`config.mk`:
```
export PLATFORM = sky130hd
export DESIGN_NAME = skin_weight_top4_normalizer_core
export DESIGN_NICKNAME = d
export VERILOG_FILES = /design/src/rtl/skwn_pkg.sv /design/src/rtl/skwn_ctrl.sv /design/src/rtl/skwn_dp.sv /design/src/rtl/skin_weight_top4_normalizer_core.sv
export SDC_FILE = /design/constraint.sdc
export NUM_CORES = 1
export LEC_CHECK = 0
export ABC_AREA = 1
export BUFFER_PORTS_ARGS = -buffer_cell sky130_fd_sc_hd__buf_2
export CAP_MARGIN = 20
export CORE_AREA = 5 5 158 175
export DETAILED_ROUTE_END_ITERATION = 7
export DIE_AREA = 0 0 163 180
export PLACE_DENSITY = 0.77
export SLEW_MARGIN = 20
export SYNTH_ARGS = -nofsm -noshare
export SYNTH_HDL_FRONTEND = slang
export SYNTH_HIERARCHICAL = 1
export SYNTH_SLANG_ARGS = --single-unit
```
`constraint.sdc`:
```
create_clock -name clk -period 6.6 [get_ports clk]
set_input_delay 0.33 -clock clk [delete_from_list [all_inputs] [get_ports clk]]
set_output_delay 0.33 -clock clk [all_outputs]
set_load 0.005 [all_outputs]
```
`src/rtl/skwn_pkg.sv`:
```
// Package for the top-four skin weight normalizer: widths, constants,
// status codes, controller states and the controller/datapath command types.
// No dependencies.
`timescale 1ns / 1ps

package skwn_pkg;

    localparam int MAX_BONES_DEF  = 256;
    localparam int SLOTS_DEF      = 4;

    localparam int BONE_W         = 8;
    localparam int WEIGHT_W       = 16;
    localparam int SLOT_WEIGHT_W  = 15;
    localparam int NORM_W         = 16;
    localparam int STATUS_W       = 2;
    localparam int OUT_SLOTS      = 4;

    // 1.0 on the output scale
    localparam int ONE_OUT        = 32768;

    // three quotients, one quotient bit per divider step
    localparam int NUM_DIV        = 3;
    localparam int DIV_SEL_W      = $clog2(NUM_DIV);
    localparam int DIV_STEPS      = NORM_W;
    localparam int STEP_W         = $clog2(DIV_STEPS);

    typedef enum logic [STATUS_W-1:0] {
        STATUS_OK       = 2'd0,
        STATUS_ZERO_SUM = 2'd1,
        STATUS_NEGATIVE = 2'd2
    } status_t;

    typedef enum logic [2:0] {
        ST_IDLE,
        ST_SUM,
        ST_DIV_LOAD,
        ST_DIV_STEP,
        ST_DIV_STORE,
        ST_DONE
    } state_t;

    typedef struct packed {
        logic                 load_item;
        logic                 sum_start;
        logic                 div_load;
        logic                 div_step;
        logic                 div_store;
        logic [DIV_SEL_W-1:0] div_sel;
        logic                 clear;
    } skwn_cmd_t;

    typedef struct packed {
        logic error;
    } skwn_stat_t;

endpackage

```
`src/rtl/skwn_ctrl.sv`:
```
// Controller state machine of the skin weight normalizer.
// Sequences item load, sum, three iterative divisions and the result strobe.
// Depends on skwn_pkg.
`timescale 1ns / 1ps

module skwn_ctrl (
    input  logic                clk,
    input  logic                rst_n,
    input  logic                start,
    input  logic                last_influence,
    input  skwn_pkg::skwn_stat_t stat,
    output skwn_pkg::skwn_cmd_t cmd,
    output logic                busy,
    output logic                done
);
    import skwn_pkg::*;

    state_t                state_reg, state_next;
    logic [STEP_W-1:0]     cnt_reg, cnt_next;
    logic [DIV_SEL_W-1:0]  sel_reg, sel_next;

    always_ff @(posedge clk or negedge rst_n)
    begin
        if (!rst_n)
        begin
            state_reg <= ST_IDLE;
            cnt_reg   <= '0;
            sel_reg   <= '0;
        end
        else
        begin
            state_reg <= state_next;
            cnt_reg   <= cnt_next;
            sel_reg   <= sel_next;
        end
    end

    // next state
    always_comb
    begin
        state_next = state_reg;
        case (state_reg)
            ST_IDLE:
            begin
                if (start && last_influence)
                    state_next = ST_SUM;
            end
            ST_SUM:
                state_next = ST_DIV_LOAD;
            ST_DIV_LOAD:
            begin
                if (stat.error)
                    state_next = ST_DONE;
                else
                    state_next = ST_DIV_STEP;
            end
            ST_DIV_STEP:
            begin
                if (cnt_reg == STEP_W'(DIV_STEPS - 1))
                    state_next = ST_DIV_STORE;
            end
            ST_DIV_STORE:
            begin
                if (sel_reg == DIV_SEL_W'(NUM_DIV - 1))
                    state_next = ST_DONE;
                else
                    state_next = ST_DIV_LOAD;
            end
            ST_DONE:
                state_next = ST_IDLE;
            default:
                state_next = ST_IDLE;
        endcase
    end

    // step and quotient counters
    always_comb
    begin
        cnt_next = cnt_reg;
        sel_next = sel_reg;
        case (state_reg)
            ST_SUM:       sel_next = '0;
            ST_DIV_LOAD:  cnt_next = '0;
            ST_DIV_STEP:  cnt_next = cnt_reg + STEP_W'(1);
            ST_DIV_STORE: sel_next = sel_reg + DIV_SEL_W'(1);
            default:      ;
        endcase
    end

    // outputs
    always_comb
    begin
        cmd           = '0;
        cmd.div_sel   = sel_reg;
        busy          = (state_reg != ST_IDLE);
        done          = 1'b0;
        case (state_reg)
            ST_IDLE:      cmd.load_item = start;
            ST_SUM:       cmd.sum_start = 1'b1;
            ST_DIV_LOAD:  cmd.div_load  = 1'b1;
            ST_DIV_STEP:  cmd.div_step  = 1'b1;
            ST_DIV_STORE: cmd.div_store = 1'b1;
            ST_DONE:
            begin
                cmd.clear = 1'b1;
                done      = 1'b1;
            end
            default:      ;
        endcase
    end

endmodule

```
`src/rtl/skwn_dp.sv`:
```
// Datapath of the skin weight normalizer: influence slots, weight sum,
// a restoring divider with one quotient bit per cycle, and result fields.
// Depends on skwn_pkg.
`timescale 1ns / 1ps

module skwn_dp #(
    parameter int MAX_BONES = skwn_pkg::MAX_BONES_DEF,
    parameter int SLOTS     = skwn_pkg::SLOTS_DEF
) (
    input  logic                                clk,
    input  logic                                rst_n,
    input  skwn_pkg::skwn_cmd_t                 cmd,
    output skwn_pkg::skwn_stat_t                stat,
    input  logic                                influence_present,
    input  logic [skwn_pkg::BONE_W-1:0]         bone_index,
    input  logic signed [skwn_pkg::WEIGHT_W-1:0] influence_weight,
    output logic [skwn_pkg::BONE_W-1:0]         bone_id_0,
    output logic [skwn_pkg::BONE_W-1:0]         bone_id_1,
    output logic [skwn_pkg::BONE_W-1:0]         bone_id_2,
    output logic [skwn_pkg::BONE_W-1:0]         bone_id_3,
    output logic [skwn_pkg::NORM_W-1:0]         norm_weight_0,
    output logic [skwn_pkg::NORM_W-1:0]         norm_weight_1,
    output logic [skwn_pkg::NORM_W-1:0]         norm_weight_2,
    output logic [skwn_pkg::NORM_W-1:0]         norm_weight_3,
    output logic [skwn_pkg::STATUS_W-1:0]       status
);
    import skwn_pkg::*;

    localparam int SLOT_IW = (SLOTS > 1) ? $clog2(SLOTS) : 1;
    localparam int SUM_W   = SLOT_WEIGHT_W + $clog2(SLOTS);
    localparam int REM_W   = SUM_W + 1;

    logic [BONE_W-1:0]        slot_bone_reg [SLOTS];
    logic [SLOT_WEIGHT_W-1:0] slot_w_reg    [SLOTS];
    logic                     neg_seen_reg;

    logic [BONE_W-1:0]        pad_bone [OUT_SLOTS];
    logic [SLOT_WEIGHT_W-1:0] pad_w    [OUT_SLOTS];

    logic [SLOT_IW-1:0]       pick;
    logic                     is_negative;
    logic                     in_range;
    logic [SLOT_WEIGHT_W-1:0] new_w;
    logic                     take;

    logic [SUM_W-1:0]         sum_comb;
    status_t                  status_comb;

    logic [SUM_W-1:0]         sum_reg;
    status_t                  status_reg;
    logic [REM_W-1:0]         rem_reg, rem_next;
    logic [NORM_W-1:0]        quo_reg, quo_next;
    logic [NORM_W-1:0]        q_reg [NUM_DIV];
    logic [REM_W-1:0]         rem_diff;
    logic                     rem_ge;
    logic [REM_W-1:0]         rem_kept;

    // pad the slot file out to the four result positions
    for (genvar k = 0; k < OUT_SLOTS; k++)
    begin : g_pad
        if (k < SLOTS)
        begin : g_used
            assign pad_bone[k] = slot_bone_reg[k];
            assign pad_w[k]    = slot_w_reg[k];
        end
        else
        begin : g_unused
            assign pad_bone[k] = '0;
            assign pad_w[k]    = '0;
        end
    end

    // lowest-numbered smallest slot
    always_comb
    begin
        pick = '0;
        for (int k = 1; k < SLOTS; k++)
        begin
            if (slot_w_reg[k] < slot_w_reg[pick])
                pick = SLOT_IW'(k);
        end
    end

    assign is_negative = influence_weight[WEIGHT_W-1];
    assign in_range    = (32'(bone_index) < 32'(MAX_BONES));
    assign new_w       = influence_weight[SLOT_WEIGHT_W-1:0];
    assign take        = cmd.load_item && influence_present && !is_negative
                         && in_range && (new_w > slot_w_reg[pick]);

    always_ff @(posedge clk or negedge rst_n)
    begin
        if (!rst_n)
        begin
            for (int k = 0; k < SLOTS; k++)
            begin
                slot_bone_reg[k] <= '0;
                slot_w_reg[k]    <= '0;
            end
            neg_seen_reg <= 1'b0;
        end
        else if (cmd.clear)
        begin
            for (int k = 0; k < SLOTS; k++)
            begin
                slot_bone_reg[k] <= '0;
                slot_w_reg[k]    <= '0;
            end
            neg_seen_reg <= 1'b0;
        end
        else
        begin
            if (cmd.load_item && influence_present && is_negative)
                neg_seen_reg <= 1'b1;
            if (take)
            begin
                slot_bone_reg[pick] <= bone_index;
                slot_w_reg[pick]    <= new_w;
            end
        end
    end

    always_comb
    begin
        sum_comb = '0;
        for (int k = 0; k < SLOTS; k++)
            sum_comb = sum_comb + SUM_W'(slot_w_reg[k]);
    end

    always_comb
    begin
        if (neg_seen_reg)
            status_comb = STATUS_NEGATIVE;
        else if (sum_comb == '0)
            status_comb = STATUS_ZERO_SUM;
        else
            status_comb = STATUS_OK;
    end

    // restoring division of w * 2^15 by the sum; w <= sum, so start at w
    assign rem_ge   = (rem_reg >= REM_W'(sum_reg));
    assign rem_diff = rem_reg - REM_W'(sum_reg);
    assign rem_kept = rem_ge ? rem_diff : rem_reg;

    always_comb
    begin
        rem_next = rem_reg;
        quo_next = quo_reg;
        if (cmd.div_load)
        begin
            rem_next = REM_W'(pad_w[cmd.div_sel]);
            quo_next = '0;
        end
        else if (cmd.div_step)
        begin
            rem_next = {rem_kept[REM_W-2:0], 1'b0};
            quo_next = {quo_reg[NORM_W-2:0], rem_ge};
        end
    end

    always_ff @(posedge clk)
    begin
        rem_reg <= rem_next;
        quo_reg <= quo_next;
        if (cmd.sum_start)
        begin
            sum_reg    <= sum_comb;
            status_reg <= status_comb;
            for (int k = 0; k < NUM_DIV; k++)
                q_reg[k] <= '0;
        end
        else if (cmd.div_store)
        begin
            q_reg[cmd.div_sel] <= quo_reg;
        end
    end

    assign stat.error    = (status_reg != STATUS_OK);

    assign bone_id_0     = pad_bone[0];
    assign bone_id_1     = pad_bone[1];
    assign bone_id_2     = pad_bone[2];
    assign bone_id_3     = pad_bone[3];
    assign norm_weight_0 = q_reg[0];
    assign norm_weight_1 = q_reg[1];
    assign norm_weight_2 = q_reg[2];
    assign norm_weight_3 = (status_reg == STATUS_OK)
                           ? NORM_W'(18'(ONE_OUT) - 18'(q_reg[0]) - 18'(q_reg[1])
                                     - 18'(q_reg[2]))
                           : '0;
    assign status        = status_reg;

endmodule

```
`src/rtl/skin_weight_top4_normalizer_core.sv`:
```
// Top level of the top-four skin weight normalizer.
// Joins the controller (skwn_ctrl) and the datapath (skwn_dp); uses skwn_pkg.
`timescale 1ns / 1ps

// Usage
//   Input channel: drive the item fields and raise start; the item is taken
//   at a rising edge where start is high and busy is low. An item without
//   last_influence is absorbed at that edge and busy stays low, so the
//   next item may follow in the next cycle.
//   An item with last_influence raises busy while the block sums the slots
//   and runs three quotients through one restoring divider, one quotient bit
//   per cycle. From that accept edge the controller runs the sum state,
//   then load, 16 divider steps and store for each of three quotients, then
//   the result state with done; when status reports an error the divisions
//   are skipped and done follows the first load state.
//   Result channel: done is high for exactly one cycle, with bone_id_*,
//   norm_weight_* and status valid in that cycle. The receiver cannot stall;
//   it must capture the item on that edge. Slots clear as done ends.
//   Reset (rst_n low, asynchronous) empties all slots, drops the negative
//   weight flag and returns the controller to idle.
module skin_weight_top4_normalizer_core #(
    parameter int MAX_BONES = skwn_pkg::MAX_BONES_DEF,
    parameter int SLOTS     = skwn_pkg::SLOTS_DEF
) (
    input  logic                                 clk,
    input  logic                                 rst_n,
    input  logic                                 start,
    output logic                                 busy,
    input  logic                                 influence_present,
    input  logic [skwn_pkg::BONE_W-1:0]          bone_index,
    input  logic signed [skwn_pkg::WEIGHT_W-1:0] influence_weight,
    input  logic                                 last_influence,
    output logic                                 done,
    output logic [skwn_pkg::BONE_W-1:0]          bone_id_0,
    output logic [skwn_pkg::BONE_W-1:0]          bone_id_1,
    output logic [skwn_pkg::BONE_W-1:0]          bone_id_2,
    output logic [skwn_pkg::BONE_W-1:0]          bone_id_3,
    output logic [skwn_pkg::NORM_W-1:0]          norm_weight_0,
    output logic [skwn_pkg::NORM_W-1:0]          norm_weight_1,
    output logic [skwn_pkg::NORM_W-1:0]          norm_weight_2,
    output logic [skwn_pkg::NORM_W-1:0]          norm_weight_3,
    output logic [skwn_pkg::STATUS_W-1:0]        status
);
    import skwn_pkg::*;

    skwn_cmd_t  cmd;
    skwn_stat_t stat;

    // sequence: accept item, sum, divide three times, strobe result
    skwn_ctrl u_ctrl (
        .clk            (clk),
        .rst_n          (rst_n),
        .start          (start),
        .last_influence (last_influence),
        .stat           (stat),
        .cmd            (cmd),
        .busy           (busy),
        .done           (done)
    );

    // hold the slots and compute the normalized weights
    skwn_dp #(
        .MAX_BONES (MAX_BONES),
        .SLOTS     (SLOTS)
    ) u_dp (
        .clk               (clk),
        .rst_n             (rst_n),
        .cmd               (cmd),
        .stat              (stat),
        .influence_present (influence_present),
        .bone_index        (bone_index),
        .influence_weight  (influence_weight),
        .bone_id_0         (bone_id_0),
        .bone_id_1         (bone_id_1),
        .bone_id_2         (bone_id_2),
        .bone_id_3         (bone_id_3),
        .norm_weight_0     (norm_weight_0),
        .norm_weight_1     (norm_weight_1),
        .norm_weight_2     (norm_weight_2),
        .norm_weight_3     (norm_weight_3),
        .status            (status)
    );

endmodule

```
# Word level (Yosys, flattened, before mapping)

Memories as Yosys holds them, arrays and structs flattened.
Index checks and enable logic that the tools add are counted.

Flip-flop bits (word level): 155
Memory bits (writable): 48
Bits of input ports: 29
Output and inout bits: 100
Memories: 1

$add $sub $neg: 9
Order comparisons: 10
Eq/ne operators: 9
Multiplexer cells: 53
Bitwise gates (word level): 4
Reductions and logical operators: 19

Memory list:

| name       | words | bits a word | rd ports | clocked after Yosys merged registers in | wr ports | RTL line      | RTL |
|---|---|---|---|---|---|---|---|
| u_dp.q_reg | 3     | 16          | 3        | 0                                       | 3        | skwn_dp.sv:53 | `logic [NORM_W-1:0] q_reg [NUM_DIV];` |

Operators with widths:

| cell                                                      | number |
|---|---|
| 2-to-1 mux 15 bit                                         | 11 |
| binary-select mux 15 bit (select 2 bit)                   | 4 |
| 2-to-1 mux 60 bit                                         | 2 |
| 2-to-1 mux 32 bit                                         | 2 |
| bitwise mux 60 bit                                        | 1 |
| < comparator 15 bit                                       | 3 |
| adder 17 x 15 -> 17 bit                                   | 2 |
| bitwise mux 32 bit                                        | 1 |
| 2-to-1 mux 16 bit                                         | 2 |
| subtractor 16 bit                                         | 2 |
| demux 15 bit (select 2 bit)                               | 1 |
| greater-or-equal comparator 18 x 17 -> 1 bit              | 1 |
| zero test 17 bit                                          | 1 |
| 2-to-1 mux 17 bit                                         | 1 |
| subtractor 17 bit                                         | 1 |
| adder 15 x 15 -> 16 bit                                   | 1 |
| demux 8 bit (select 2 bit)                                | 1 |
| 2-to-1 mux 1 bit                                          | 16 |
| OR reduction 16 bit                                       | 1 |
| subtractor 16 bit (first input constant)                  | 1 |
| greater-than comparator 15 bit                            | 1 |
| one-hot mux 3 bit (5 select lines)                        | 1 |
| greater-or-equal comparator 3 bit (second input constant) | 4 |
| 2-to-1 mux 3 bit                                          | 4 |
| other kinds (22)                                          | 39 |

# Depth between registers and ports, before layout

Gate-level depths: netlist of the first run.

Depth in word-level cells: 22
Gate-level depth with buffers: 55
Depth with buffers taken out: 49

# Hierarchy

The synthesis of the first run kept the hierarchy.

Modules (own cells, without submodules):

| module    | times used | cells an instance | area each (µm²) |
|---|---|---|---|
| skwn_dp   | 1          | 1583              | 13355.3 |
| skwn_ctrl | 1          | 65                | 524.3 |

# Worst setup path before layout of the first run

No wires, ideal clock.

Path kind: flip-flop to flip-flop
Start point: register u_dp.slot_w_reg, in the netlist u_dp/pad_w[59]
End point: register u_dp.slot_bone_reg, in the netlist u_dp/bone_id_2[0]
Arrival time: 6.986 ns
Required time: 6.534 ns
Slack: -0.452 ns
Cell stages (with the launch flop): 50
Path buffers: 7
Cell sequence: dfrtp_1 -> inv_1 -> ha_1 -> nand2_1 -> nor2_1 -> nand2_1 -> nor2_1 -> nand2_1 -> nand2_1 -> clkbuf_1 -> clkbuf_1 -> nand2_1 -> o21ai_0 -> ha_1 -> a21oi_1 -> o21ai_0 -> nand3_1 -> a21oi_1 -> [14 not listed] -> nand2_1 -> o211ai_1 -> ha_1 -> nand2_1 -> o21ai_0 -> a21o_1 -> a21oi_1 -> o21ai_0 -> nand3_1 -> o2111ai_1 -> nand3_1 -> inv_1 -> buf_2 -> clkbuf_1 -> nand3_1 -> inv_1 -> nand3_1 -> nand2_1

Cells in the longest elaborated chain, start to end: 22

Ends and longest elaborated chain:

| what                                                         | RTL line       | RTL |
|---|---|---|
| start: declaration                                           | skwn_dp.sv:34  | `logic [SLOT_WEIGHT_W-1:0] slot_w_reg [SLOTS];` |
| start signal: indexed assignment                             | skwn_dp.sv:117 | `slot_w_reg[pick] <= new_w;` |
| branches (longest 22 deep; another with < comparator 15 bit) | --             |  |
| end signal: indexed assignment                               | skwn_dp.sv:116 | `slot_bone_reg[pick] <= bone_index;` |
| end: declaration                                             | skwn_dp.sv:33  | `logic [BONE_W-1:0] slot_bone_reg [SLOTS];` |

Parallel ways; which one is timed is not known. The select of a mux whose other input is x is not followed.
A chain may end at the register's enable or synchronous reset.

# Final worst setup path of the first run

Start point: register u_dp.slot_w_reg, in the netlist u_dp/pad_w[32]
End point: register u_dp.slot_bone_reg, in the netlist u_dp/bone_id_2[4]

Same word-level chain as after synthesis.

==> qor.csv, run 1 <==
metric;value;unit
hold_class;input pin to flip-flop;
die_w;163;um
ys_seq_area_share;38.87;%
yosysWarnings;6;
largest_register_ffs;60;
antenna_found_initial;0;
synth_top_cell_by_area;dfrtp_1;
insertion_delay;0.51;ns
path_max_fanout;16;
arrival;6.74;ns
crit_slowest_cell;dfrtp_1;
antenna_left;0;
design.core.area;0.02575;mm^2
rr_worst_depth;40;
grtUsageMet2;43.84;%
max_freq;157.4;MHz
timing.max_cap.violations;0;
die_h;180;um
synth_cells;1648;
post-route-drc-count;0;
first_pass_iters;5;
worst-path-stages;40;
path_class;flip-flop to flip-flop;
drt-total-wl;37650;um
cts_max_level;1;
min_period;6.351;ns
grt_max_degree;63;
synth_cell_types;50;
pre_cts_ws;-0.1023;ns
drt-initial-drc-count;1117;
diodes;0;
num_rows;62;
clk_pin_slew;0.06;ns
finalHoldViolCount;0;
met1_usage;31.00;%
netlist_top_cells_area;dfrtp_1, edfxtp_1, ha_1;
synth_edf_count;82;
clock_sinks;203;
vias;12371;
ys.flop_type;dfrtp_1;
cts_tree;done;
tightest_slew;1.097;ns
dpl_cell_area;0.01530;mm^2
critPathMaxStageDelay;0.40;ns
io_pins;129;
cts_inserted_buffers;22;
grt_pass1_vias;12064;
relSlewSlack;26.31;%
setup_viol;0;
ys_seq_elements;203;
dp_hpwl;28080;um
fin_skew;0.009546;ns
async_reset_ff_share;50.25;%
synth_top_area_share;18.39;%
path_common_cell;nand2_1;
end_kind;flip-flop;
max-clock-path-buffers;3;
grt_pass1_wl;60140;um
dieArea;0.02934;mm^2
finalMaxSlewViolations;0;
fin_crit_sh;96.23;%
root_buffer;clkbuf_16;
post_drt_wl_per_cell;17.15;um
viasPerCell;5.636;
gp_congestion;0.9557;
worst_ep_required_time;6.99;ns
synthesis.area;0.01388;mm^2
syn-num-nets;1845;
portBuffers;128;
area_growth;19.16;%
syn_avg_cell_area;8.422;um^2
layout.nets;2024;
fin_tns_setup;0;ns
start_util;53.89;%
grt_use_met3;3.481;%
fillers;2177;
drive_above_1_share;17.96;%
grt_overflow_total;0;
cp_num_buf_inv;10;
layout_setup_ws;0.2487;ns
critPathTopFamily;compound AO/OA/AOI/OAI gates;
status;completed;
startpoint_type;flip-flop;
whs_path_depth;3;
stdcell_area;0.01654;mm^2
busiest_layer;met2;
grt.total_usage;24.70;%
-- stage by stage --
stage / util (%) / cells / hold WS (ns)
final: 64.21 / 2195 / 0.07662
after global routing: 64.21 / 2195 / 0.09642
after CTS: 62.38 / 2177 / 0.06002
after detailed placement: 59.42 / 2135 / 0.3529
after global placement: 59.42 / 2135 / 0.3509
after floorplan: - / 1648 / 0.03441
-- placed cells by master (no fill, tap or decap), types with 14 or more instances in the layout --
cell,netlist,layout
nand2_1,273,266
nand3_1,229,227
inv_1,201,192
buf_2,10,129
nor2_1,124,119
ha_1,122,117
o21ai_0,135,114
dfrtp_1,102,101
edfxtp_1,82,82
buf_4,11,75
a21oi_1,73,65
fa_1,46,46
o22ai_1,33,33
clkbuf_16,0,27
xor2_1,21,21
o21ai_1,3,19
dfxtp_1,19,19
o211ai_1,16,16
inv_2,5,14
-- metal layers --
metal / vias to the layer above / share of wire, %
met1: 5880 / 40
li1: 5945 / -
met2: 453 / 50
met5: - / 0
met4: 0 / 3.2
met3: 93 / 6.5
-- cell type report --
type	instances	area [um^2]	area share [%]
Clock inverter	13	148.9	0.9003
Tap cell	352	440.4	2.663
Inverter	209	785.8	4.751
Timing Repair Buffer	226	1599	9.669
Sequential cell	203	5396	32.63
Multi-Input combinational cell	1165	7577	45.82
Clock buffer	27	590.6	3.571
-- synthesized netlist by cell type, drive strengths merged (4+ instances only) --
cell type / number
xor2: 21
o211ai: 16
fa: 46
o21bai: 4
nand2: 282
a21oi: 74
a22oi: 10
dfrtp: 102
nand3: 233
nor4: 6
clkbuf: 41
o22ai: 33
inv: 206
nor2: 126
buf: 31
ha: 122
nand4: 11
o21ai: 138
a31oi: 6
xnor2: 11
edfxtp: 82
dfxtp: 19
-- final timing paths --
path	from	to	slack, ns
worst min register to register	u_dp/rem_reg[16]$_SDFFE_PP0P_	u_dp/rem_reg[16]$_SDFFE_PP0P_	0.48
worst min-delay path	influence_present	u_dp/neg_seen_reg$_DFFE_PN0P_	0.08
worst max register to register	u_dp/pad_w[32]$_DFFE_PN0P_	u_dp/bone_id_2[4]$_DFFE_PN0P_	0.25
worst max-delay path	u_dp/pad_w[32]$_DFFE_PN0P_	u_dp/bone_id_2[4]$_DFFE_PN0P_	0.25
max in group asynchronous	rst_n	u_ctrl/cnt_reg[2]$_DFFE_PN0P_	5.04
min in group asynchronous	rst_n	u_dp/pad_w[4]$_DFFE_PN0P_	0.34
-- timing repair --
action                                  4_1_cts  5_1_grt
buffers inserted                              1       10
endpoints found under the setup margin       92       92
pin swaps                                     1       12
resized for setup                             7       80
hold buffers                                  1        0
endpoints found under the hold margin        40        0
cloned                                        0        7
-- cell families after synthesis --
group	count (synthesis)	share of synthesized area (%)
buf+inv	281	8.257
flops	203	38.87
compound gates	300	12.17
fa+ha+maj	168	17.63
xor+xnor	32	2.019
simple gates	664	21.05
-- worst min-delay path, cell delays in order --
cell,delay (ns)
buf_2,0.11
nand3_1,0.06
a21oi_1,0.05
Power of run 1 is not shown: default switching activity piles up to over one toggle a cycle in this logic, so the estimate is an artifact.
==> run 2: changes to the inputs <==
--- a/config.mk
+++ b/config.mk
@@ -6,12 +6,12 @@
 export NUM_CORES = 1
 export LEC_CHECK = 0
 export ABC_AREA = 1
-export BUFFER_PORTS_ARGS = -buffer_cell sky130_fd_sc_hd__buf_2
 export CAP_MARGIN = 20
-export CORE_AREA = 5 5 158 175
+export CORE_AREA = 5 5 168 154
 export DETAILED_ROUTE_END_ITERATION = 7
-export DIE_AREA = 0 0 163 180
-export PLACE_DENSITY = 0.77
+export DIE_AREA = 0 0 173 159
+export DONT_BUFFER_PORTS = 1
+export PLACE_DENSITY = 0.8
 export SLEW_MARGIN = 20
 export SYNTH_ARGS = -nofsm -noshare
 export SYNTH_HDL_FRONTEND = slang
==> qor.csv, run 2 (synthesized netlist as in run 1, its figures left out) <==
metric;value;unit;change
seqCellArea;0.005395;mm^2;about the same
crit_slowest_cell;dfrtp_1;;
finalMaxSlewViolations;0;;unchanged
max-clock-path-buffers;3;;unchanged
grt.total_usage;26.87;%;+2.2 points
status;completed;;
finalHoldViolCount;0;;unchanged
start_util;58.03;%;+4.1 points
cts_max_level;1;;unchanged
path_max_fanout;27;;+11
pre_cts_ws;0.04707;ns;+0.1494 ns
fin_skew;0.01529;ns;+0.005742 ns
largest_register_ffs;60;;unchanged
final_util;68.69;%;+4.5 points
relSlewSlack;42.11;%;+16 points
fin_tns_setup;0;ns;unchanged
arrival;6.89;ns;+0.15 ns
insertion_delay;0.51;ns;about the same
min_period;6.447;ns;+0.09595 ns
dieArea;0.02751;mm^2;-6.2%
post-route-drc-count;0;;unchanged
diodes;0;;unchanged
final_cell_mix;nand2_1, nand3_1, inv_1;;
layout_setup_ws;0.1527;ns;-0.09595 ns
io_pins;129;;unchanged
gp_congestion;0.9575;;+0.19%
dp_hpwl;27340;um;-2.6%
critPathMaxStageDelay;0.38;ns;-0.02 ns
fin_cells;2043;;-6.9%
cts_tree;done;;
tightest_slew;0.8659;ns;-0.2311 ns
drive_above_1_share;14.47;%;-3.5 points
layout.nets;1916;;-5.3%
post_drt_wl_per_cell;19.46;um;+13%
portBuffers;0;;-100%
area_growth;18.37;%;
startpoint_type;flip-flop;;
die_w;173;um;+6.1%
antenna_left;0;;unchanged
final_common_cell;nand2_1;;
cts_inserted_buffers;23;;+4.5%
path_class;flip-flop to flip-flop;;
grt_pass1_wl;61760;um;+2.7%
antenna_found_initial;0;;unchanged
fillers;1759;;-19%
root_buffer;clkbuf_16;;
drt-total-wl;39770;um;+5.6%
die_h;159;um;-12%
drt-initial-drc-count;1310;;+17%
end_kind;flip-flop;;
fin_crit_sh;97.69;%;+1.5 points
grt_overflow_total;0;;unchanged
num_rows;54;;-13%
worst_ep_required_time;7.04;ns;+0.05 ns
clock_sinks;203;;unchanged
multi_input_area;0.007779;mm^2;+2.7%
grt_pass1_vias;11910;;-1.3%
setup_viol;0;;unchanged
timing.max_cap.violations;0;;unchanged
design.core.area;0.02392;mm^2;-7.1%
placed_cells;1959;;-8.2%
clk_pin_slew;0.06;ns;about the same
hold_class;input pin to flip-flop;;
grt_max_degree;103;;+63%
viasPerCell;6.124;;+8.7%
path_common_cell;nand2_1;;
max_freq;155.1;MHz;-1.5%
vias;12511;;+1.1%
first_pass_iters;6;;+1
-- run 2: what timing repair did --
action                                  4_1_cts  5_1_grt
gates resized for setup                       0      124
endpoints found under the setup margin        0       92
hold endpoints to repair                    112        0
setup buffers                                 0       20
hold buffers                                 13        0
-- run 2: worst max-delay path: cells and delay by family, from the launching register on --
family	cells	cell delay [ns]
AOI/OAI and AO/OA	7	1.11
DFF	1	0.38
buffers and inverters	9	1.37
and+or+nand+nor	22	2.28
adders and majority gates	4	1.21
-- run 2: metal layers --
metal  up-vias  GRT usage, %  routed length (um)
li1       5758             -                   -
met1      5914         35.90               15230
met2       710         43.37               18510
met3       129         6.790                4423
met4         0         8.669                1607
met5         -             0                   0
-- run 2: metrics by stage --
| stage | instance area (um^2) | hold WS, ns |
|---|---|---|
| final | 16430 | 0.01829 |
| after global routing | 16430 | 0.01670 |
| after CTS | 15670 | 0.002088 |
| after detailed placement | 14590 | 0.04051 |
| after global placement | 14550 | 0.04095 |
| after floorplan | 13890 | 0.03441 |
-- run 2: layout make-up --
type,count,area share (%)
Timing Repair Buffer,114,6.961
Multi-Input combinational cell,1168,47.35
Sequential cell,203,32.84
Clock buffer,27,3.838
Clock inverter,14,1.858
Inverter,209,4.813
Tap cell,308,2.346
-- run 2: final timing paths --
| kind | from | endpoint | slack (ns) | cells after the start |
|---|---|---|---|---|
| setup / recovery | u_dp/pad_w[49]$_DFFE_PN0P_ | u_dp/bone_id_2[0]$_DFFE_PN0P_ | 0.15 | 42 |
| hold / removal | influence_weight[5] | u_dp/pad_w[5]$_DFFE_PN0P_ | 0.02 | 2 |
| setup reg to reg | u_dp/pad_w[49]$_DFFE_PN0P_ | u_dp/bone_id_2[0]$_DFFE_PN0P_ | 0.15 | 42 |
| hold reg to reg | u_dp/rem_reg[16]$_SDFFE_PP0P_ | u_dp/rem_reg[16]$_SDFFE_PP0P_ | 0.48 | 2 |
| max in group asynchronous | rst_n | u_dp/pad_w[46]$_DFFE_PN0P_ | 5.78 | 2 |
| min in group asynchronous | rst_n | u_dp/pad_w[29]$_DFFE_PN0P_ | 0.40 | 2 |
Power of run 2 is left out for the same reason.
